<file path="src/rtl/assert_macros.svh">
// ----------------------------------------------------------------------------
// assert_macros.svh
// Assertion shorthands; they expect clk_i and rst_ni in the enclosing scope.
// ----------------------------------------------------------------------------
`ifndef ASSERT_MACROS_SVH
`define ASSERT_MACROS_SVH

// same-cycle implication
`define ASSERT_IMPL(lbl, ante, cons) \
  lbl: assert property (@(posedge clk_i) disable iff (!rst_ni) (ante) |-> (cons)) \
    else $error("same-cycle check failed");

// next-cycle implication
`define ASSERT_NEXT(lbl, ante, cons) \
  lbl: assert property (@(posedge clk_i) disable iff (!rst_ni) (ante) |=> (cons)) \
    else $error("next-cycle check failed");

`endif

</file>
<file path="src/rtl/ipe_pkg.sv">
// ----------------------------------------------------------------------------
// ipe_pkg
// Constants, types and helpers of the inductor position error block.
// ----------------------------------------------------------------------------
package ipe_pkg;

  localparam int SAMPLES_PER_READING = 4;
  localparam int SAMPLE_BITS         = 12;

  localparam int CHANNELS  = 5;
  localparam int IN_W      = 12;
  localparam int AVG_OUT_W = 12;
  localparam int ERR_W     = 16;
  localparam int MAG_SHIFT = 8;

  localparam int CH_LEFT_OUTER  = 0;
  localparam int CH_LEFT_INNER  = 1;
  localparam int CH_MIDDLE      = 2;
  localparam int CH_RIGHT_INNER = 3;
  localparam int CH_RIGHT_OUTER = 4;

  localparam int N_EFF    = (SAMPLES_PER_READING < 1) ? 1 : SAMPLES_PER_READING;
  localparam int CNT_W    = (N_EFF > 1) ? $clog2(N_EFF) : 1;
  localparam int SUM_W    = SAMPLE_BITS + CNT_W;
  localparam int AVG_W    = SAMPLE_BITS;
  // 256 * (a^2 + b^2) fits in MAG_W bits
  localparam int MAG_W    = 2 * SAMPLE_BITS + MAG_SHIFT + 1;
  localparam int SQ_STEPS = (MAG_W + 1) / 2;
  localparam int ROOT_W   = SQ_STEPS;
  // |a-b| <= a+b keeps the quotient below 2^ERR_W
  localparam int DIV_STEPS = ERR_W;

  localparam logic [ERR_W-1:0] ERR_MAX = ERR_W'(32767);

  typedef logic [SAMPLE_BITS-1:0]    sample_t;
  typedef sample_t [CHANNELS-1:0]    sample_arr_t;
  typedef logic [AVG_W-1:0]          avg_t;
  typedef avg_t [CHANNELS-1:0]       avg_arr_t;
  typedef logic [ROOT_W-1:0]         root_t;

  // keep the low SAMPLE_BITS bits of a reading
  function automatic sample_t trim_sample(logic [IN_W-1:0] raw);
    logic [IN_W+SAMPLE_BITS-1:0] wide;
    wide = {{SAMPLE_BITS{1'b0}}, raw};
    return wide[SAMPLE_BITS-1:0];
  endfunction

  // give out the low bits of an average
  function automatic logic [AVG_OUT_W-1:0] avg_to_out(avg_t a);
    logic [AVG_OUT_W+AVG_W-1:0] wide;
    wide = {{AVG_OUT_W{1'b0}}, a};
    return wide[AVG_OUT_W-1:0];
  endfunction

endpackage

</file>
<file path="src/rtl/ipe_if.sv">
// ----------------------------------------------------------------------------
// ipe_if
// Valid/ready channels for sensor items and position results.
// ----------------------------------------------------------------------------
interface ipe_in_if;
  import ipe_pkg::*;
  logic            valid;
  logic            ready;
  logic [IN_W-1:0] sample_left_outer;
  logic [IN_W-1:0] sample_left_inner;
  logic [IN_W-1:0] sample_middle;
  logic [IN_W-1:0] sample_right_inner;
  logic [IN_W-1:0] sample_right_outer;
  logic            cross_mode;

  modport source (output valid, sample_left_outer, sample_left_inner, sample_middle,
                  sample_right_inner, sample_right_outer, cross_mode, input ready);
  modport sink   (input valid, sample_left_outer, sample_left_inner, sample_middle,
                  sample_right_inner, sample_right_outer, cross_mode, output ready);
endinterface

interface ipe_out_if;
  import ipe_pkg::*;
  logic                    valid;
  logic                    ready;
  logic [AVG_OUT_W-1:0]    avg_left_outer;
  logic [AVG_OUT_W-1:0]    avg_left_inner;
  logic [AVG_OUT_W-1:0]    avg_middle;
  logic [AVG_OUT_W-1:0]    avg_right_inner;
  logic [AVG_OUT_W-1:0]    avg_right_outer;
  logic signed [ERR_W-1:0] position_error;

  modport source (output valid, avg_left_outer, avg_left_inner, avg_middle,
                  avg_right_inner, avg_right_outer, position_error, input ready);
  modport sink   (input valid, avg_left_outer, avg_left_inner, avg_middle,
                  avg_right_inner, avg_right_outer, position_error, output ready);
endinterface

</file>
<file path="src/rtl/ipe_accum.sv">
// ----------------------------------------------------------------------------
// ipe_accum
// Per-channel sums and item count; bit-serial division of each sum by the
// item count per reading, one quotient bit per cycle in every lane.
// ----------------------------------------------------------------------------
module ipe_accum (
  input  logic                 clk_i,
  input  logic                 rst_ni,
  input  logic                 add_i,
  input  ipe_pkg::sample_arr_t sample_i,
  input  logic                 clear_i,
  output logic                 last_o,
  output logic                 busy_o,
  output logic                 done_o,
  output ipe_pkg::avg_arr_t    avg_o
);
  import ipe_pkg::*;

  localparam int STEP_W = $clog2(SUM_W + 1);
  localparam logic [CNT_W:0] N_CMP = (CNT_W+1)'(N_EFF);

  logic [CHANNELS-1:0][SUM_W-1:0] sum_q, sum_d;
  logic [CHANNELS-1:0][CNT_W-1:0] rem_q, rem_d;
  logic [CHANNELS-1:0][CNT_W:0]   shifted, part;
  logic [CHANNELS-1:0]            qbit;
  logic [CNT_W-1:0]               cnt_q, cnt_d;
  logic [STEP_W-1:0]              step_q, step_d;
  logic                           busy_q, busy_d;
  logic                           done_q, done_d;

  assign last_o = (cnt_q == CNT_W'(N_EFF - 1));
  assign busy_o = busy_q;
  assign done_o = done_q;

  always_comb begin
    for (int c = 0; c < CHANNELS; c++) begin
      shifted[c] = {rem_q[c], sum_q[c][SUM_W-1]};
      qbit[c]    = (shifted[c] >= N_CMP);
      part[c]    = qbit[c] ? (shifted[c] - N_CMP) : shifted[c];
      avg_o[c]   = (sum_q[c] == '0) ? AVG_W'(1) : sum_q[c][AVG_W-1:0];
    end
  end

  always_comb begin
    sum_d  = sum_q;
    rem_d  = rem_q;
    cnt_d  = cnt_q;
    step_d = step_q;
    busy_d = busy_q;
    done_d = 1'b0;
    if (clear_i) begin
      sum_d = '0;
    end else if (busy_q) begin
      // shift the quotient bit into the sum register from below
      for (int c = 0; c < CHANNELS; c++) begin
        rem_d[c] = part[c][CNT_W-1:0];
        sum_d[c] = {sum_q[c][SUM_W-2:0], qbit[c]};
      end
      step_d = step_q + STEP_W'(1);
      if (step_q == STEP_W'(SUM_W - 1)) begin
        busy_d = 1'b0;
        done_d = 1'b1;
      end
    end else if (add_i) begin
      for (int c = 0; c < CHANNELS; c++) begin
        sum_d[c] = sum_q[c] + SUM_W'(sample_i[c]);
      end
      if (last_o) begin
        cnt_d  = '0;
        busy_d = 1'b1;
        step_d = '0;
        rem_d  = '0;
      end else begin
        cnt_d = cnt_q + CNT_W'(1);
      end
    end
  end

  always_ff @(posedge clk_i or negedge rst_ni) begin
    if (!rst_ni) begin
      sum_q  <= '0;
      rem_q  <= '0;
      cnt_q  <= '0;
      step_q <= '0;
      busy_q <= 1'b0;
      done_q <= 1'b0;
    end else begin
      sum_q  <= sum_d;
      rem_q  <= rem_d;
      cnt_q  <= cnt_d;
      step_q <= step_d;
      busy_q <= busy_d;
      done_q <= done_d;
    end
  end

endmodule

</file>
<file path="src/rtl/ipe_mag.sv">
// ----------------------------------------------------------------------------
// ipe_mag
// Vector magnitude floor(sqrt(256*(a^2+b^2))): shift-add squaring one
// multiplier bit per cycle, then a square root one result bit per cycle.
// ----------------------------------------------------------------------------
module ipe_mag (
  input  logic           clk_i,
  input  logic           rst_ni,
  input  logic           start_i,
  input  ipe_pkg::avg_t  a_i,
  input  ipe_pkg::avg_t  b_i,
  output logic           done_o,
  output ipe_pkg::root_t root_o
);
  import ipe_pkg::*;

  localparam int PROD_W   = 2 * AVG_W + 1;
  localparam int MCAND_W  = 2 * AVG_W;
  localparam int RAD_W    = 2 * SQ_STEPS;
  localparam int REM_W    = ROOT_W + 2;
  localparam int MAX_STEP = (AVG_W > SQ_STEPS) ? AVG_W : SQ_STEPS;
  localparam int STEP_W   = $clog2(MAX_STEP + 1);

  localparam logic [1:0] MG_IDLE  = 2'd0;
  localparam logic [1:0] MG_MUL_A = 2'd1;
  localparam logic [1:0] MG_MUL_B = 2'd2;
  localparam logic [1:0] MG_ROOT  = 2'd3;

  logic [1:0]         state_q, state_d;
  logic [STEP_W-1:0]  step_q, step_d;
  logic [PROD_W-1:0]  acc_q, acc_d, acc_next;
  logic [MCAND_W-1:0] mcand_q, mcand_d;
  logic [AVG_W-1:0]   mplier_q, mplier_d;
  logic [RAD_W-1:0]   rad_q, rad_d;
  logic [REM_W-1:0]   rem_q, rem_d, rem_sh, trial;
  logic [ROOT_W-1:0]  root_q, root_d;
  logic               done_q, done_d;

  assign done_o = done_q;
  assign root_o = root_q;

  assign acc_next = acc_q + (mplier_q[0] ? PROD_W'(mcand_q) : PROD_W'(0));
  assign rem_sh   = {rem_q[REM_W-3:0], rad_q[RAD_W-1:RAD_W-2]};
  assign trial    = {root_q, 2'b01};

  always_comb begin
    state_d  = state_q;
    step_d   = step_q;
    acc_d    = acc_q;
    mcand_d  = mcand_q;
    mplier_d = mplier_q;
    rad_d    = rad_q;
    rem_d    = rem_q;
    root_d   = root_q;
    done_d   = 1'b0;
    unique case (state_q)
      MG_IDLE: begin
        if (start_i) begin
          acc_d    = '0;
          mcand_d  = MCAND_W'(a_i);
          mplier_d = a_i;
          step_d   = '0;
          state_d  = MG_MUL_A;
        end
      end
      MG_MUL_A: begin
        acc_d    = acc_next;
        mcand_d  = mcand_q << 1;
        mplier_d = mplier_q >> 1;
        step_d   = step_q + STEP_W'(1);
        if (step_q == STEP_W'(AVG_W - 1)) begin
          mcand_d  = MCAND_W'(b_i);
          mplier_d = b_i;
          step_d   = '0;
          state_d  = MG_MUL_B;
        end
      end
      MG_MUL_B: begin
        acc_d    = acc_next;
        mcand_d  = mcand_q << 1;
        mplier_d = mplier_q >> 1;
        step_d   = step_q + STEP_W'(1);
        if (step_q == STEP_W'(AVG_W - 1)) begin
          rad_d   = RAD_W'(acc_next) << MAG_SHIFT;
          rem_d   = '0;
          root_d  = '0;
          step_d  = '0;
          state_d = MG_ROOT;
        end
      end
      MG_ROOT: begin
        // bring in two radicand bits, try the next root bit
        rad_d  = rad_q << 2;
        step_d = step_q + STEP_W'(1);
        if (rem_sh >= trial) begin
          rem_d  = rem_sh - trial;
          root_d = {root_q[ROOT_W-2:0], 1'b1};
        end else begin
          rem_d  = rem_sh;
          root_d = {root_q[ROOT_W-2:0], 1'b0};
        end
        if (step_q == STEP_W'(SQ_STEPS - 1)) begin
          done_d  = 1'b1;
          state_d = MG_IDLE;
        end
      end
      default: state_d = MG_IDLE;
    endcase
  end

  always_ff @(posedge clk_i or negedge rst_ni) begin
    if (!rst_ni) begin
      state_q <= MG_IDLE;
      step_q  <= '0;
      done_q  <= 1'b0;
    end else begin
      state_q <= state_d;
      step_q  <= step_d;
      done_q  <= done_d;
    end
  end

  always_ff @(posedge clk_i) begin
    acc_q    <= acc_d;
    mcand_q  <= mcand_d;
    mplier_q <= mplier_d;
    rad_q    <= rad_d;
    rem_q    <= rem_d;
    root_q   <= root_d;
  end

endmodule

</file>
<file path="src/rtl/ipe_ratio.sv">
// ----------------------------------------------------------------------------
// ipe_ratio
// Signed Q0.15 ratio (a-b)/(a+b), truncated toward zero and saturated;
// restoring division, one quotient bit per cycle.
// ----------------------------------------------------------------------------
module ipe_ratio (
  input  logic                          clk_i,
  input  logic                          rst_ni,
  input  logic                          start_i,
  input  ipe_pkg::root_t                a_i,
  input  ipe_pkg::root_t                b_i,
  output logic                          done_o,
  output logic signed [ipe_pkg::ERR_W-1:0] err_o
);
  import ipe_pkg::*;

  localparam int OPS_W  = ROOT_W + 1;
  localparam int REM_W  = ROOT_W + 2;
  localparam int STEP_W = $clog2(DIV_STEPS + 1);

  logic [OPS_W-1:0]     den_q, den_d;
  logic [ROOT_W-1:0]    diff;
  logic [REM_W-1:0]     rem_q, rem_d, rem_sh;
  logic [DIV_STEPS-1:0] feed_q, feed_d, quo_q, quo_d;
  logic [ERR_W-1:0]     sat;
  logic [STEP_W-1:0]    step_q, step_d;
  logic                 neg_q, neg_d;
  logic                 busy_q, busy_d;
  logic                 done_q, done_d;
  logic signed [ERR_W-1:0] err_q, err_d;

  assign done_o = done_q;
  assign err_o  = err_q;

  assign diff   = (a_i >= b_i) ? (a_i - b_i) : (b_i - a_i);
  assign rem_sh = {rem_q[REM_W-2:0], feed_q[DIV_STEPS-1]};

  always_comb begin
    den_d  = den_q;
    rem_d  = rem_q;
    feed_d = feed_q;
    quo_d  = quo_q;
    step_d = step_q;
    neg_d  = neg_q;
    busy_d = busy_q;
    done_d = 1'b0;
    err_d  = err_q;
    sat    = '0;
    if (busy_q) begin
      feed_d = feed_q << 1;
      step_d = step_q + STEP_W'(1);
      if (rem_sh >= REM_W'(den_q)) begin
        rem_d = rem_sh - REM_W'(den_q);
        quo_d = {quo_q[DIV_STEPS-2:0], 1'b1};
      end else begin
        rem_d = rem_sh;
        quo_d = {quo_q[DIV_STEPS-2:0], 1'b0};
      end
      if (step_q == STEP_W'(DIV_STEPS - 1)) begin
        busy_d = 1'b0;
        done_d = 1'b1;
        sat    = (quo_d > ERR_MAX) ? ERR_MAX : quo_d;
        err_d  = neg_q ? -$signed(sat) : $signed(sat);
      end
    end else if (start_i) begin
      // dividend is diff * 2^15; its bits above the quotient width start the remainder
      den_d  = OPS_W'(a_i) + OPS_W'(b_i);
      neg_d  = (a_i < b_i);
      rem_d  = REM_W'(diff >> 1);
      feed_d = {diff[0], {(DIV_STEPS-1){1'b0}}};
      quo_d  = '0;
      step_d = '0;
      busy_d = 1'b1;
    end
  end

  always_ff @(posedge clk_i or negedge rst_ni) begin
    if (!rst_ni) begin
      step_q <= '0;
      busy_q <= 1'b0;
      done_q <= 1'b0;
    end else begin
      step_q <= step_d;
      busy_q <= busy_d;
      done_q <= done_d;
    end
  end

  always_ff @(posedge clk_i) begin
    den_q  <= den_d;
    rem_q  <= rem_d;
    feed_q <= feed_d;
    quo_q  <= quo_d;
    neg_q  <= neg_d;
    err_q  <= err_d;
  end

endmodule

</file>
<file path="src/rtl/inductor_position_error.sv">
// Sequence: an item that does not complete a reading is added to the sums; the
// item that completes one starts the count division, then in vector mode the
// squarings and square roots, then the ratio division, one bit per cycle each;
// cross mode goes from the count division straight to the ratio division.
// Throughput: one item per cycle within a reading; input stalls until the
// result enters the output register. Reset clears sums, count and control.
// ----------------------------------------------------------------------------
// inductor_position_error
// Averages five sensor channels over a reading and forms a Q0.15
// difference-over-sum position error.
// ----------------------------------------------------------------------------
`include "assert_macros.svh"

module inductor_position_error (
  input logic       clk_i,
  input logic       rst_ni,
  ipe_in_if.sink    in_i,
  ipe_out_if.source out_o
);
  import ipe_pkg::*;

  localparam logic [2:0] ST_ACC   = 3'd0;
  localparam logic [2:0] ST_DIV   = 3'd1;
  localparam logic [2:0] ST_MAG   = 3'd2;
  localparam logic [2:0] ST_RATIO = 3'd3;
  localparam logic [2:0] ST_OUT   = 3'd4;

  localparam logic [ERR_W-1:0] ERR_NEG_FULL = {1'b1, {(ERR_W-1){1'b0}}};

  logic [2:0]  state_q, state_d;
  logic        cross_q, cross_d;
  logic        accept, load_out;
  sample_arr_t sample_arr;
  avg_arr_t    avg;
  logic        acc_last, acc_busy, acc_done;
  logic        mag_start, mag_l_done, mag_r_done;
  root_t       root_l, root_r, ratio_a, ratio_b;
  logic        ratio_start, ratio_done;
  logic signed [ERR_W-1:0] ratio_err;

  logic                    out_valid_q, out_valid_d;
  avg_arr_t                avg_out_q;
  logic signed [ERR_W-1:0] err_out_q;

  assign in_i.ready = (state_q == ST_ACC);
  assign accept     = in_i.valid & in_i.ready;

  assign sample_arr[CH_LEFT_OUTER]  = trim_sample(in_i.sample_left_outer);
  assign sample_arr[CH_LEFT_INNER]  = trim_sample(in_i.sample_left_inner);
  assign sample_arr[CH_MIDDLE]      = trim_sample(in_i.sample_middle);
  assign sample_arr[CH_RIGHT_INNER] = trim_sample(in_i.sample_right_inner);
  assign sample_arr[CH_RIGHT_OUTER] = trim_sample(in_i.sample_right_outer);

  ipe_accum u_accum (
    .clk_i    (clk_i),
    .rst_ni   (rst_ni),
    .add_i    (accept),
    .sample_i (sample_arr),
    .clear_i  (load_out),
    .last_o   (acc_last),
    .busy_o   (acc_busy),
    .done_o   (acc_done),
    .avg_o    (avg)
  );

  ipe_mag u_mag_l (
    .clk_i   (clk_i),
    .rst_ni  (rst_ni),
    .start_i (mag_start),
    .a_i     (avg[CH_LEFT_OUTER]),
    .b_i     (avg[CH_LEFT_INNER]),
    .done_o  (mag_l_done),
    .root_o  (root_l)
  );

  ipe_mag u_mag_r (
    .clk_i   (clk_i),
    .rst_ni  (rst_ni),
    .start_i (mag_start),
    .a_i     (avg[CH_RIGHT_INNER]),
    .b_i     (avg[CH_RIGHT_OUTER]),
    .done_o  (mag_r_done),
    .root_o  (root_r)
  );

  assign ratio_a = cross_q ? ROOT_W'(avg[CH_LEFT_OUTER])  : root_l;
  assign ratio_b = cross_q ? ROOT_W'(avg[CH_RIGHT_OUTER]) : root_r;

  ipe_ratio u_ratio (
    .clk_i   (clk_i),
    .rst_ni  (rst_ni),
    .start_i (ratio_start),
    .a_i     (ratio_a),
    .b_i     (ratio_b),
    .done_o  (ratio_done),
    .err_o   (ratio_err)
  );

  always_comb begin
    state_d     = state_q;
    cross_d     = cross_q;
    mag_start   = 1'b0;
    ratio_start = 1'b0;
    load_out    = 1'b0;
    unique case (state_q)
      ST_ACC: begin
        if (accept && acc_last) begin
          cross_d = in_i.cross_mode;
          state_d = ST_DIV;
        end
      end
      ST_DIV: begin
        if (acc_done) begin
          if (cross_q) begin
            ratio_start = 1'b1;
            state_d     = ST_RATIO;
          end else begin
            mag_start = 1'b1;
            state_d   = ST_MAG;
          end
        end
      end
      ST_MAG: begin
        if (mag_l_done) begin
          ratio_start = 1'b1;
          state_d     = ST_RATIO;
        end
      end
      ST_RATIO: begin
        if (ratio_done) begin
          state_d = ST_OUT;
        end
      end
      ST_OUT: begin
        // hand over once the output register is free
        if (!out_valid_q || out_o.ready) begin
          load_out = 1'b1;
          state_d  = ST_ACC;
        end
      end
      default: state_d = ST_ACC;
    endcase
  end

  always_comb begin
    out_valid_d = out_valid_q;
    if (load_out) begin
      out_valid_d = 1'b1;
    end else if (out_o.ready) begin
      out_valid_d = 1'b0;
    end
  end

  always_ff @(posedge clk_i or negedge rst_ni) begin
    if (!rst_ni) begin
      state_q     <= ST_ACC;
      cross_q     <= 1'b0;
      out_valid_q <= 1'b0;
    end else begin
      state_q     <= state_d;
      cross_q     <= cross_d;
      out_valid_q <= out_valid_d;
    end
  end

  always_ff @(posedge clk_i) begin
    if (load_out) begin
      avg_out_q <= avg;
      err_out_q <= ratio_err;
    end
  end

  assign out_o.valid           = out_valid_q;
  assign out_o.avg_left_outer  = avg_to_out(avg_out_q[CH_LEFT_OUTER]);
  assign out_o.avg_left_inner  = avg_to_out(avg_out_q[CH_LEFT_INNER]);
  assign out_o.avg_middle      = avg_to_out(avg_out_q[CH_MIDDLE]);
  assign out_o.avg_right_inner = avg_to_out(avg_out_q[CH_RIGHT_INNER]);
  assign out_o.avg_right_outer = avg_to_out(avg_out_q[CH_RIGHT_OUTER]);
  assign out_o.position_error  = err_out_q;

  `ASSERT_IMPL(a_err_not_full_neg, out_o.valid, out_o.position_error != ERR_NEG_FULL)
  `ASSERT_IMPL(a_no_add_while_div, accept, !acc_busy)
  `ASSERT_IMPL(a_mag_lockstep, mag_l_done, mag_r_done)
  `ASSERT_NEXT(a_ratio_to_out, ratio_done, state_q == ST_OUT)

endmodule

</file>
<file path="src/flat_wrapper.sv">
// flat-port wrapper written by rule: the top's interface ports become plain ports
module inductor_position_error_flat import ipe_pkg::*;
  (clk_i, rst_ni, in_i_valid, in_i_sample_left_outer, in_i_sample_left_inner, in_i_sample_middle, in_i_sample_right_inner, in_i_sample_right_outer, in_i_cross_mode, in_i_ready, out_o_valid, out_o_avg_left_outer, out_o_avg_left_inner, out_o_avg_middle, out_o_avg_right_inner, out_o_avg_right_outer, out_o_position_error, out_o_ready);
  ipe_in_if in_i_i ();
  ipe_out_if out_o_i ();
  input logic clk_i;
  input logic rst_ni;
  input wire logic [$bits(in_i_i.valid)-1:0] in_i_valid;
  input wire logic [$bits(in_i_i.sample_left_outer)-1:0] in_i_sample_left_outer;
  input wire logic [$bits(in_i_i.sample_left_inner)-1:0] in_i_sample_left_inner;
  input wire logic [$bits(in_i_i.sample_middle)-1:0] in_i_sample_middle;
  input wire logic [$bits(in_i_i.sample_right_inner)-1:0] in_i_sample_right_inner;
  input wire logic [$bits(in_i_i.sample_right_outer)-1:0] in_i_sample_right_outer;
  input wire logic [$bits(in_i_i.cross_mode)-1:0] in_i_cross_mode;
  output wire logic [$bits(in_i_i.ready)-1:0] in_i_ready;
  output wire logic [$bits(out_o_i.valid)-1:0] out_o_valid;
  output wire logic [$bits(out_o_i.avg_left_outer)-1:0] out_o_avg_left_outer;
  output wire logic [$bits(out_o_i.avg_left_inner)-1:0] out_o_avg_left_inner;
  output wire logic [$bits(out_o_i.avg_middle)-1:0] out_o_avg_middle;
  output wire logic [$bits(out_o_i.avg_right_inner)-1:0] out_o_avg_right_inner;
  output wire logic [$bits(out_o_i.avg_right_outer)-1:0] out_o_avg_right_outer;
  output wire logic [$bits(out_o_i.position_error)-1:0] out_o_position_error;
  input wire logic [$bits(out_o_i.ready)-1:0] out_o_ready;
  assign in_i_i.valid = in_i_valid;
  assign in_i_i.sample_left_outer = in_i_sample_left_outer;
  assign in_i_i.sample_left_inner = in_i_sample_left_inner;
  assign in_i_i.sample_middle = in_i_sample_middle;
  assign in_i_i.sample_right_inner = in_i_sample_right_inner;
  assign in_i_i.sample_right_outer = in_i_sample_right_outer;
  assign in_i_i.cross_mode = in_i_cross_mode;
  assign in_i_ready = in_i_i.ready;
  assign out_o_valid = out_o_i.valid;
  assign out_o_avg_left_outer = out_o_i.avg_left_outer;
  assign out_o_avg_left_inner = out_o_i.avg_left_inner;
  assign out_o_avg_middle = out_o_i.avg_middle;
  assign out_o_avg_right_inner = out_o_i.avg_right_inner;
  assign out_o_avg_right_outer = out_o_i.avg_right_outer;
  assign out_o_position_error = out_o_i.position_error;
  assign out_o_i.ready = out_o_ready;
  inductor_position_error u_core (.clk_i(clk_i), .rst_ni(rst_ni), .in_i(in_i_i), .out_o(out_o_i));
endmodule
</file>
<file path="config.mk">
export PLATFORM = sky130hd
export DESIGN_NAME = inductor_position_error_flat
export DESIGN_NICKNAME = d
export VERILOG_FILES = /design/src/rtl/ipe_pkg.sv /design/src/rtl/ipe_if.sv /design/src/rtl/ipe_accum.sv /design/src/rtl/ipe_mag.sv /design/src/rtl/ipe_ratio.sv /design/src/rtl/inductor_position_error.sv /design/src/flat_wrapper.sv
export VERILOG_INCLUDE_DIRS = /design/src /design/src/rtl
export SDC_FILE = /design/constraint.sdc
export NUM_CORES = 1
export LEC_CHECK = 0
export BUFFER_PORTS_ARGS = -buffer_cell sky130_fd_sc_hd__buf_2
export CORE_MARGIN = 1.5
export CORE_UTILIZATION = 41
export DETAILED_ROUTE_END_ITERATION = 8
export HOLD_SLACK_MARGIN = 0.05
export SYNTH_ARGS = -nofsm -noshare
export SYNTH_HDL_FRONTEND = slang
export SYNTH_SLANG_ARGS = --single-unit
</file>
<file path="constraint.sdc">
create_clock -name clk_i -period 7.7 [get_ports clk_i]
set_input_delay 0.385 -clock clk_i [delete_from_list [all_inputs] [get_ports clk_i]]
set_output_delay 0.385 -clock clk_i [all_outputs]
set_load 0.05 [all_outputs]
</file>
==> results of run 1 <==
-- flip-flops by register name (all words and copies together) (netlist names), 10 cells and up --
signal	count
u_core.out_o.avg_left_inner	12
u_core.u_mag_l.rad_q	26
u_core.u_ratio.rem_q	18
u_core.u_mag_l.mplier_q	12
u_core.u_mag_l.root_o	17
u_core.out_o.avg_middle	12
u_core.u_accum.rem_q	10
u_core.out_o.avg_right_inner	12
u_core.u_mag_l.acc_q	25
u_core.u_mag_l.rem_q	17
u_core.u_ratio.quo_q	15
u_core.u_mag_r.mplier_q	12
u_core.u_mag_r.acc_q	25
u_core.u_mag_r.root_o	17
u_core.out_o.position_error	16
u_core.u_mag_r.rem_q	17
u_core.u_mag_l.mcand_q	24
u_core.u_mag_r.rad_q	26
u_core.u_ratio.err_o	16
u_core.u_mag_r.mcand_q	24
u_core.out_o.avg_left_outer	12
u_core.u_ratio.den_q	18
u_core.u_accum.sum_q	65
u_core.out_o.avg_right_outer	12
-- where the power goes --
group | switching, uW | internal (uW)
registers | 717 | 4450
clock network | 1160 | 1690
logic | 4820 | 3080
total | 6690 | 9230
-- per-stage QoR --
step	util [%]	worst slack (ns)
floorplan	-	2.10
global placement	43.5	3.31
detailed placement	43.5	3.25
CTS	46.2	3.26
global route	46.2	2.94
finish	46.2	3.23
-- worst max path at each step --
stage                                           to  slack (ns)  cells after the start
after CTS                  u_core.u_ratio.rem_q[4]        3.26                     12
final                      u_core.u_ratio.rem_q[4]        3.23                     12
after global placement     u_core.u_ratio.rem_q[4]        3.31                     12
after global routing       u_core.u_ratio.rem_q[4]        2.94                     12
after detailed placement   u_core.u_ratio.rem_q[4]        3.25                     12
after floorplan           u_core.u_mag_l.rad_q[10]        2.10                      4
-- cell usage after synthesis, types with 31 or more instances --
cell	count	area share (%)
edfxtp_1	387	37
a21oi_1	301	4.8
nand2_1	298	3.6
nor2_1	262	3.2
ha_1	234	9.4
o21ai_0	207	3.3
inv_1	194	2.3
clkbuf_1	151	1.8
dfrtp_1	115	9.3
and2_1	111	2.2
xnor2_1	98	2.8
nor3_1	72	1.2
a21o_1	56	1.4
xor2_1	54	1.5
nor2b_1	46	0.93
nand3_1	44	0.71
nand2b_1	38	0.76
mux2i_1	37	1.2
o21a_1	34	0.82
and3_1	31	0.62
-- cell type report --
| cell class | count | area (sq um) |
|---|---|---|
| clock inverters | 27 | 273 |
| diodes | 2 | 5.00 |
| clock buffers | 83 | 1720 |
| multi-input cells | 2298 | 15100 |
| flip-flops and latches | 502 | 14500 |
| inverters | 197 | 742 |
| well taps | 969 | 1210 |
| fillers | 6992 | 40200 |
| repair buffers | 168 | 915 |
-- logic make-up after synthesis --
group,after synthesis
AND/OR/NAND/NOR,982
AO/OA/AOI/OAI,869
flip-flops,502
buffers and inverters,374
adder cells (fa/ha/maj),245
XOR/XNOR,152
multiplexers,50
-- worst reg2reg max path: cells and delay by family (launching register included) --
family	cells	cell delay, ns
buf+inv	1	0.42
simple gates	4	1.05
mux	1	0.39
fa+ha+maj	1	0.48
compound gates	5	1.33
flops	1	0.67
-- routing by layer --
layer / vias up / track usage, %
met5: - / 0
met4: 14 / 5.39
met3: 114 / 3.81
met2: 517 / 31.2
met1: 11000 / 28.6
li1: 11500 / -
==> reports/qor.yml, run 1 <==
job:
  max_cap_viol_count: 0
drt:
  drc: 0
  postRouteAntennaNets: 0
  met2_length_um: 34600
  routedWlPerCell_um: 18.6
  wl_met1_um: 37500
  drt_iter0_drc: 1682
  vias: 23100
  totalWireLength_um: 78800
  highest_layer: "met5"
  drtPass1Iterations: 5
  vias_per_cell: 5.44
  dr_wl_met3_um: 4710
grt:
  grt_overflow_total: 0
  grt_pass1_vias: 22100
  antenna_found_initial: 10
  grt_pass1_wl_um: 124000
  grtUsageTotal_pct: 20.1
  grt_max_degree: 86
setup_path:
  worst-path-buf-inv: 1
  rr_worst_depth: 12
  cp_slowest_cell: "dfrtp_2"
  start_kind: "flop"
  worst_r2r_endpoint: "u_core.u_ratio.rem_q[4]"
  critPathLaunch: "u_core.cross_q"
  crit_chain: "buf_4 -> o21ai_0 -> ha_1 -> nand2_1 -> o21bai_1 -> o311ai_2 -> o2111a_2 -> o31a_4 -> nor2_4 -> mux2_2 -> or4_1 -> nand4_1"
  slowest_delay_ns: 0.67
  critPathMaxFanout: 33
  crit_arrival_ns: 4.95
  crit_family: "compound AO/OA/AOI/OAI gates"
  cp.required_ns: 8.18
  endpoint_kind: "flop"
  r2r_start: "u_core.cross_q"
  r2r_slack_ns: 3.23
  critical_path_class: "reg2reg"
pwr:
  powerDensity_mw_per_mm2: 461
  vdd_drop_max_uv: 314
  p_leak_uw: 0.0141
  power.total_uw: 15900
cells_and_area:
  layout.cells.non_filler: 4246
  most-common-layout-cells: "edfxtp_1, a21oi_1, nand2_1"
  drive_gt1_share_pct: 10.2
  final_common_cell: "edfxtp_1"
  nNetsFinal: 3535
  postLayoutCellArea_sq_mm: 0.0345
  synthToLayoutAreaGrowth_pct: 11.0
clock_network:
  cts_htree_levels: 2
  cts_tree: "built"
  cts.repair.resized: 0
  worstSkewPairLatency_ns: 0.63
  clkTransAtPathRegs_ns: 0.06
  cts_buffer_depth: 3
  post_cts_buffers: 0
  cts.sinks: 502
  cts_hold_buf: 1
  root_buffer: "clkbuf_16"
  cts_buffers: 58
logic_synthesis:
  avgSynthCellArea_sq_um: 9.80
  yosys.area_share.simple_pct: 15.0
  synth_top_family_by_area: "compound AO/OA/AOI/OAI gates"
  synth_edf_count: 387
  ys_seq_elements: 502
  synth_area_sq_mm: 0.0311
  synth_compound_area_share_pct: 17.5
  synth.area.mux_share_pct: 1.67
  synth_xor_area_share_pct: 4.28
  syn_nets: 3484
  yosysSeqAreaShare_pct: 46.6
  synth_warnings: 0
  netlist_instances: 3174
  synth-async-reset-ratio_pct: 22.9
  synth_cell_types: 97
  synth-main-ff-cell: "edfxtp_1"
  synth_fa_ha_area_share_pct: 10.1
timing:
  holdWs_ns: 0.180
  hold_viol_final: 0
  max_freq_ghz: 0.224
  period_needed_ns: 4.47
  tns_ns: 0
  grt_setup_unrepaired: "no"
  drv_slew: 0
  relSlewSlack_pct: 22.4
  worstMarginPinSlew_ns: 1.16
  finalSetupViolCount: 0
  fin_crit_sh_pct: 58.1
  clock-skew-final_ns: 0.0276
floorplan:
  fp.coreArea_sq_mm: 0.0747
  io_pins: 143
  die_y_um: 278
  initial_core_util_pct: 41.6
  rows: 100
  die_w_um: 278
  die_area_sq_mm: 0.0775
placed_design:
  post-dp-hpwl_um: 55800
  postPlaceCellArea_sq_mm: 0.0325
  dp_cells: 4133
  gp_congestion: 0.917
  port_buffers: 142
run_status:
  status: "finished, final reports clean"
min_path:
  min_from: "in_i_cross_mode"
  holdPathEnd: "u_core.cross_q"
  whs_path_depth: 2
  hold_path.class: "in2reg"
No activity file was read; power rests on OpenSTA's default activity.
==> run 2, diff against run 1 <==
==> constraint.sdc (replaced) <==
create_clock -name clk_i -period 4.14 [get_ports clk_i]
set_input_delay 0.207 -clock clk_i [delete_from_list [all_inputs] [get_ports clk_i]]
set_output_delay 0.207 -clock clk_i [all_outputs]
set_load 0.05 [all_outputs]
==> reports/qor.yml, run 2 (same netlist as run 1, synthesis figures left out) <==
cells_and_area:
  final_common_cell: "edfxtp_1"
  regArea_sq_mm: 0.0145  # about the same
  synthToLayoutAreaGrowth_pct: 12.6
  n_fill_cell: 6983  # -0.13%
  nNetsFinal: 3598  # +1.8%
  most-common-layout-cells: "edfxtp_1, a21oi_1, nand2_1"
  postLayoutCellArea_sq_mm: 0.0350  # +1.4%
  regMostFlops: "u_core.u_accum.sum_q"
  largest_reg_flops: 65  # unchanged
  drive_gt1_share_pct: 11.7  # +1.5 points
  multiInputGateArea_sq_mm: 0.0152  # about the same
  reg_top3: "u_core.u_accum.sum_q: 65 flops, u_core.u_mag_l.rad_q: 26 flops, u_core.u_mag_r.rad_q: 26 flops"
drt:
  routedWlPerCell_um: 18.7  # +0.71%
  vias_per_cell: 5.46  # +0.33%
  vias: 23500  # +1.8%
  drtPass1Iterations: 5  # unchanged
  totalWireLength_um: 80500  # +2.2%
  postRouteAntennaNets: 0  # unchanged
  drt_iter0_drc: 1669  # -0.77%
  drc: 0  # unchanged
timing:
  relSlewSlack_pct: 21.6  # -0.81 points
  drv_slew: 0  # unchanged
  period_needed_ns: 3.93  # -0.542 ns
  tns_ns: 0  # unchanged
  hold_viol_final: 0  # unchanged
  finalSetupViolCount: 0  # unchanged
  max_freq_ghz: 0.255  # +14%
  grt_setup_unrepaired: "no"
  fin_crit_sh_pct: 94.9  # +37 points
  clock-skew-final_ns: 0.0190  # -0.00857 ns
  worstMarginPinSlew_ns: 1.15  # -0.0125 ns
setup_path:
  critPathMaxFanout: 27  # -18%
  start_kind: "flop"
  cp.required_ns: 4.62  # -3.56 ns
  crit_arrival_ns: 4.41  # -0.54 ns
  critical_path_class: "reg2reg"
  endpoint_kind: "flop"
min_path:
  hold_path.class: "in2reg"
floorplan:
  initial_core_util_pct: 41.6  # unchanged
  die_w_um: 278  # unchanged
  die_y_um: 278  # unchanged
  io_pins: 143  # unchanged
  rows: 100  # unchanged
  fp.coreArea_sq_mm: 0.0747  # unchanged
  die_area_sq_mm: 0.0775  # unchanged
clock_network:
  cts_htree_levels: 2  # unchanged
  clkTransAtPathRegs_ns: 0.06  # about the same
  post_cts_buffers: 0  # unchanged
  cts_buffer_depth: 3  # unchanged
  worstSkewPairLatency_ns: 0.63  # about the same
  root_buffer: "clkbuf_16"
  cts.sinks: 502  # unchanged
  cts_buffers: 58  # unchanged
  cts_tree: "built"
grt:
  grt_pass1_vias: 22700  # +2.8%
  grt_max_degree: 85  # -1.2%
  use_met1_pct: 29.1  # +0.41 points
  antenna_found_initial: 21  # +11
  gr-usage-met2_pct: 32.1  # +0.94 points
  use_met3_pct: 3.80  # -0.0084 points
  grt_overflow_total: 0  # unchanged
  grt_pass1_wl_um: 127000  # +2.7%
  busiest_layer: "met2"
  grtUsageTotal_pct: 20.6  # +0.53 points
pwr:
  powerDensity_mw_per_mm2: 865  # +88%
  p_leak_uw: 0.0143  # +1.9%
  vdd_drop_max_uv: 495  # +58%
placed_design:
  postPlaceCellArea_sq_mm: 0.0329  # +1.4%
  post-dp-hpwl_um: 58100  # +4.1%
  port_buffers: 142  # unchanged
  gp_congestion: 0.911  # -0.72%
job:
  max_cap_viol_count: 0  # unchanged
run_status:
  status: "finished, final reports clean"
-- run 2: final timing paths --
kind / start / depth (start not counted) / endpoint / slack, ns
worst max-delay path: u_core.cross_q / 12 / u_core.u_ratio.rem_q[4] / 0.21
worst min-delay path: in_i_sample_right_inner[9] / 4 / u_core.u_accum.sum_q[51] / 0.08
worst max register to register: u_core.cross_q / 12 / u_core.u_ratio.rem_q[4] / 0.21
worst min register to register: u_core.u_ratio.err_o[1] / 0 / u_core.out_o.position_error[1] / 0.42
max in group asynchronous: rst_ni / 3 / u_core.u_accum.sum_q[46] / 2.96
min in group asynchronous: rst_ni / 2 / u_core.u_accum.sum_q[19] / 0.17
-- run 2: power by group --
group	internal, uW	switching (uW)	total, uW	leakage, uW
registers	8280	1080	9360	0.00502
clock network	3100	2200	5300	0.000944
logic	6080	9550	15600	0.00835
total	17500	12800	30300	0.0143
-- run 2: stage by stage --
step                      power [uW]  setup slack (ns)  cells  util [%]  hold WS, ns
final                          30300             0.212   4308      46.9       0.0814
after global routing           32700            0.0139   4306      46.9        0.105
after detailed placement       24900             0.185   4190      44.1        0.329
after global placement         24800             0.236   4190      44.1        0.321
after floorplan                20700             0.158   3174         -      -0.0886
after CTS                      30400             0.158   4305      46.8       0.0513
-- run 2: critical path: stages, from the launching register on --
cell	delay, ns
dfrtp_4	0.59
nand2_1	0.11
o21ai_0	0.18
ha_1	0.40
inv_1	0.12
a221o_1	0.41
or2_0	0.23
o2111a_2	0.30
o31a_4	0.39
nor2_4	0.18
mux2_2	0.37
or4_1	0.40
nand4_1	0.10
-- run 2: repair_timing --
item,4_1_cts,5_1_grt
hold endpoints to repair,89,0
gates resized for setup,0,4
setup endpoints to repair,0,5
hold buffers,7,0
-- run 2: cell type report --
type                            count  share of cell area, %
Multi-Input combinational cell   2298                   43.3
Sequential cell                   502                   41.4
Clock buffer                       71                   4.40
Timing Repair Buffer              231                   4.04
Tap cell                          969                   3.46
Inverter                          197                   2.12
Clock inverter                     37                   1.23
Antenna cell                        3                 0.0214
-- run 2: routing by layer --
metal | wire [um] | part of all wire (%) | vias to the layer above
met5 | 179 | 0.22 | -
met4 | 2410 | 3.0 | 24
met3 | 4650 | 5.8 | 144
met2 | 35200 | 44 | 595
met1 | 38100 | 47 | 11200
li1 | - | - | 11600
==> run 3, diff against run 2 <==
--- a/config.mk
+++ b/config.mk
@@ -7,7 +7,8 @@
 export NUM_CORES = 1
 export LEC_CHECK = 0
 export BUFFER_PORTS_ARGS = -buffer_cell sky130_fd_sc_hd__buf_2
-export CORE_MARGIN = 1.5
+export CORE_ASPECT_RATIO = 0.5
+export CORE_MARGIN = 2
 export CORE_UTILIZATION = 41
 export DETAILED_ROUTE_END_ITERATION = 8
 export HOLD_SLACK_MARGIN = 0.05
==> constraint.sdc (replaced) <==
create_clock -name clk_i -period 4.14 [get_ports clk_i]
set_input_delay 0.207 -clock clk_i [delete_from_list [all_inputs] [get_ports clk_i]]
set_output_delay 0.207 -clock clk_i [all_outputs]
set_load 0.1 [all_outputs]
==> reports/qor.yml, run 3 (same netlist as run 1, synthesis figures left out) <==
run_status:
  status: "finished, final reports clean"
min_path:
  hold_path.class: "in2reg"
cells_and_area:
  regMostFlops: "u_core.u_accum.sum_q"
  nNetsFinal: 3574  # -0.67%
  largest_reg_flops: 65  # unchanged
  reg_top3: "u_core.u_accum.sum_q: 65 flops, u_core.u_mag_l.rad_q: 26 flops, u_core.u_mag_r.rad_q: 26 flops"
  drive_gt1_share_pct: 10.8  # -0.89 points
  most-common-layout-cells: "edfxtp_1, a21oi_1, nand2_1"
  layout.cells.non_filler: 4329  # +0.49%
  synthToLayoutAreaGrowth_pct: 11.7
  final_common_cell: "edfxtp_1"
grt:
  grt_pass1_vias: 22700  # +0.070%
  grt_overflow_total: 0  # unchanged
  use_met3_pct: 2.61  # -1.2 points
  busiest_layer: "met2"
  grt_pass1_wl_um: 126000  # -1.5%
  grt_max_degree: 82  # -3.5%
  use_met1_pct: 27.9  # -1.2 points
  gr-usage-met2_pct: 33.0  # +0.88 points
  grtUsageTotal_pct: 19.9  # -0.68 points
  antenna_found_initial: 5  # -76%
clock_network:
  cts.sinks: 502  # unchanged
  cts_tree: "built"
  worstSkewPairLatency_ns: 0.62  # about the same
  root_buffer: "clkbuf_16"
  cts_buffer_depth: 3  # unchanged
  cts_htree_levels: 2  # unchanged
  clkTransAtPathRegs_ns: 0.07  # about the same
  cts_buffers: 50  # -14%
drt:
  drc: 0  # unchanged
  drt_iter0_drc: 1830  # +9.6%
  routedWlPerCell_um: 18.2  # -2.6%
  drtPass1Iterations: 5  # unchanged
  postRouteAntennaNets: 0  # unchanged
  totalWireLength_um: 78800  # -2.1%
  vias: 23600  # +0.20%
  vias_per_cell: 5.45  # -0.28%
setup_path:
  crit_family: "compound AO/OA/AOI/OAI gates"
  critical_path_class: "reg2reg"
  critPathMaxFanout: 7  # -74%
  slowest_delay_ns: 0.40  # -0.19 ns
  cp.required_ns: 4.60  # -0.02 ns
  cp_slowest_cell: "nor4_1"
  endpoint_kind: "flop"
  crit_chain: "nor4_1 -> a41oi_1 -> a21oi_2 -> ha_1 -> inv_1 -> a21oi_1 -> o311ai_2 -> o2111a_2 -> o31a_4 -> nor2_4 -> mux2_2 -> or4_1 -> nand4_1"
  start_kind: "flop"
  crit_arrival_ns: 4.37  # -0.04 ns
  worst-path-buf-inv: 1  # unchanged
timing:
  worstMarginPinSlew_ns: 1.26  # +0.105 ns
  drv_slew: 0  # unchanged
  tns_ns: 0  # unchanged
  max_freq_ghz: 0.256  # +0.60%
  period_needed_ns: 3.90  # -0.0233 ns
  fin_crit_sh_pct: 94.3  # -0.56 points
  hold_viol_final: 0  # unchanged
  grt_setup_unrepaired: "no"
  relSlewSlack_pct: 16.3  # -5.3 points
  clock-skew-final_ns: 0.0284  # +0.00941 ns
  finalSetupViolCount: 0  # unchanged
  finalWorstSetupSlack_ns: 0.235  # +0.0233 ns
placed_design:
  port_buffers: 142  # unchanged
  dp_cells: 4226  # +0.86%
  post-dp-hpwl_um: 56700  # -2.5%
  place_ws_ns: 0.251  # +0.0661 ns
  gp_congestion: 0.889  # -2.4%
floorplan:
  die_area_sq_mm: 0.0782  # +0.89%
  io_pins: 143  # unchanged
  initial_core_util_pct: 41.4  # -0.20 points
  die_w_um: 393  # +41%
  rows: 71  # -29%
  die_y_um: 199  # -29%
  fp.coreArea_sq_mm: 0.0751  # +0.49%
pwr:
  powerDensity_mw_per_mm2: 855  # -1.2%
  vdd_drop_max_uv: 369  # -26%
  power.total_uw: 29700  # -2.0%
  p_leak_uw: 0.0142  # -1.1%
job:
  max_cap_viol_count: 0  # unchanged
run 3: cell count changes in the layout (fill, tap and decap cells not counted), sizes merged:
cell,delta
diode,-2
buf,-17
inv,-3
clkinvlp,-5
dlygate4sd3,+1
clkinv,-3
clkbuf,-4
bufinv,+1
run 3: where the power goes:
group | internal, uW | switching [uW]
sequential | 8280 | 1100
clock | 2910 | 2060
combinational | 5980 | 9360
total | 17200 | 12500
run 3: timing repair:
| item | 4_1_cts | 5_1_grt |
|---|---|---|
| hold buffers | 8 | 0 |
| setup endpoints to repair | 0 | 3 |
| gates resized for setup | 0 | 2 |
| setup buffers | 0 | 0 |
| hold endpoints to repair | 60 | 0 |
run 3: cell type report:
cell class | instances | area [sq um]
Inverter | 197 | 742
Multi-Input combinational cell | 2298 | 15200
Clock inverter | 27 | 357
Fill cell | 6998 | 40300
Timing Repair Buffer | 215 | 1280
Sequential cell | 502 | 14500
Antenna cell | 1 | 2.50
Clock buffer | 67 | 1420
Tap cell | 1022 | 1280
run 3: stage by stage:
step	hold WS, ns	util, %	area [sq um]
global placement	0.322	43.8	32900
finish	0.0870	46.3	34700
global route	0.101	46.3	34700
detailed placement	0.328	43.8	32900
floorplan	-0.0886	-	31100
CTS	0.0570	46.3	34700
run 3: worst paths after layout:
path / slack, ns / start / depth (start not counted) / end
worst max-delay path: 0.24 / u_core.u_accum.sum_q[65] / 13 / u_core.u_ratio.rem_q[4]
max in group asynchronous: 2.93 / rst_ni / 3 / u_core.u_accum.sum_q[51]
worst min-delay path: 0.09 / in_i_sample_middle[10] / 5 / u_core.u_accum.sum_q[38]
worst min register to register: 0.42 / u_core.u_ratio.err_o[15] / 0 / u_core.out_o.position_error[15]
min in group asynchronous: 0.20 / rst_ni / 2 / u_core.u_accum.sum_q[32]
worst max register to register: 0.24 / u_core.u_accum.sum_q[65] / 13 / u_core.u_ratio.rem_q[4]
run 3: worst min-delay path, stage by stage:
cell and delay, ns:
buf_2 0.08, ha_1 0.17, xnor2_1 0.08, nand2_1 0.06, a21oi_1 0.05
run 3: per-layer routing:
layer / vias to the layer above / wire length, um
li1: 11500 / -
met2: 507 / 36600
met1: 11500 / 37200
met4: 0 / 1330
met5: - / 0
met3: 89 / 3590
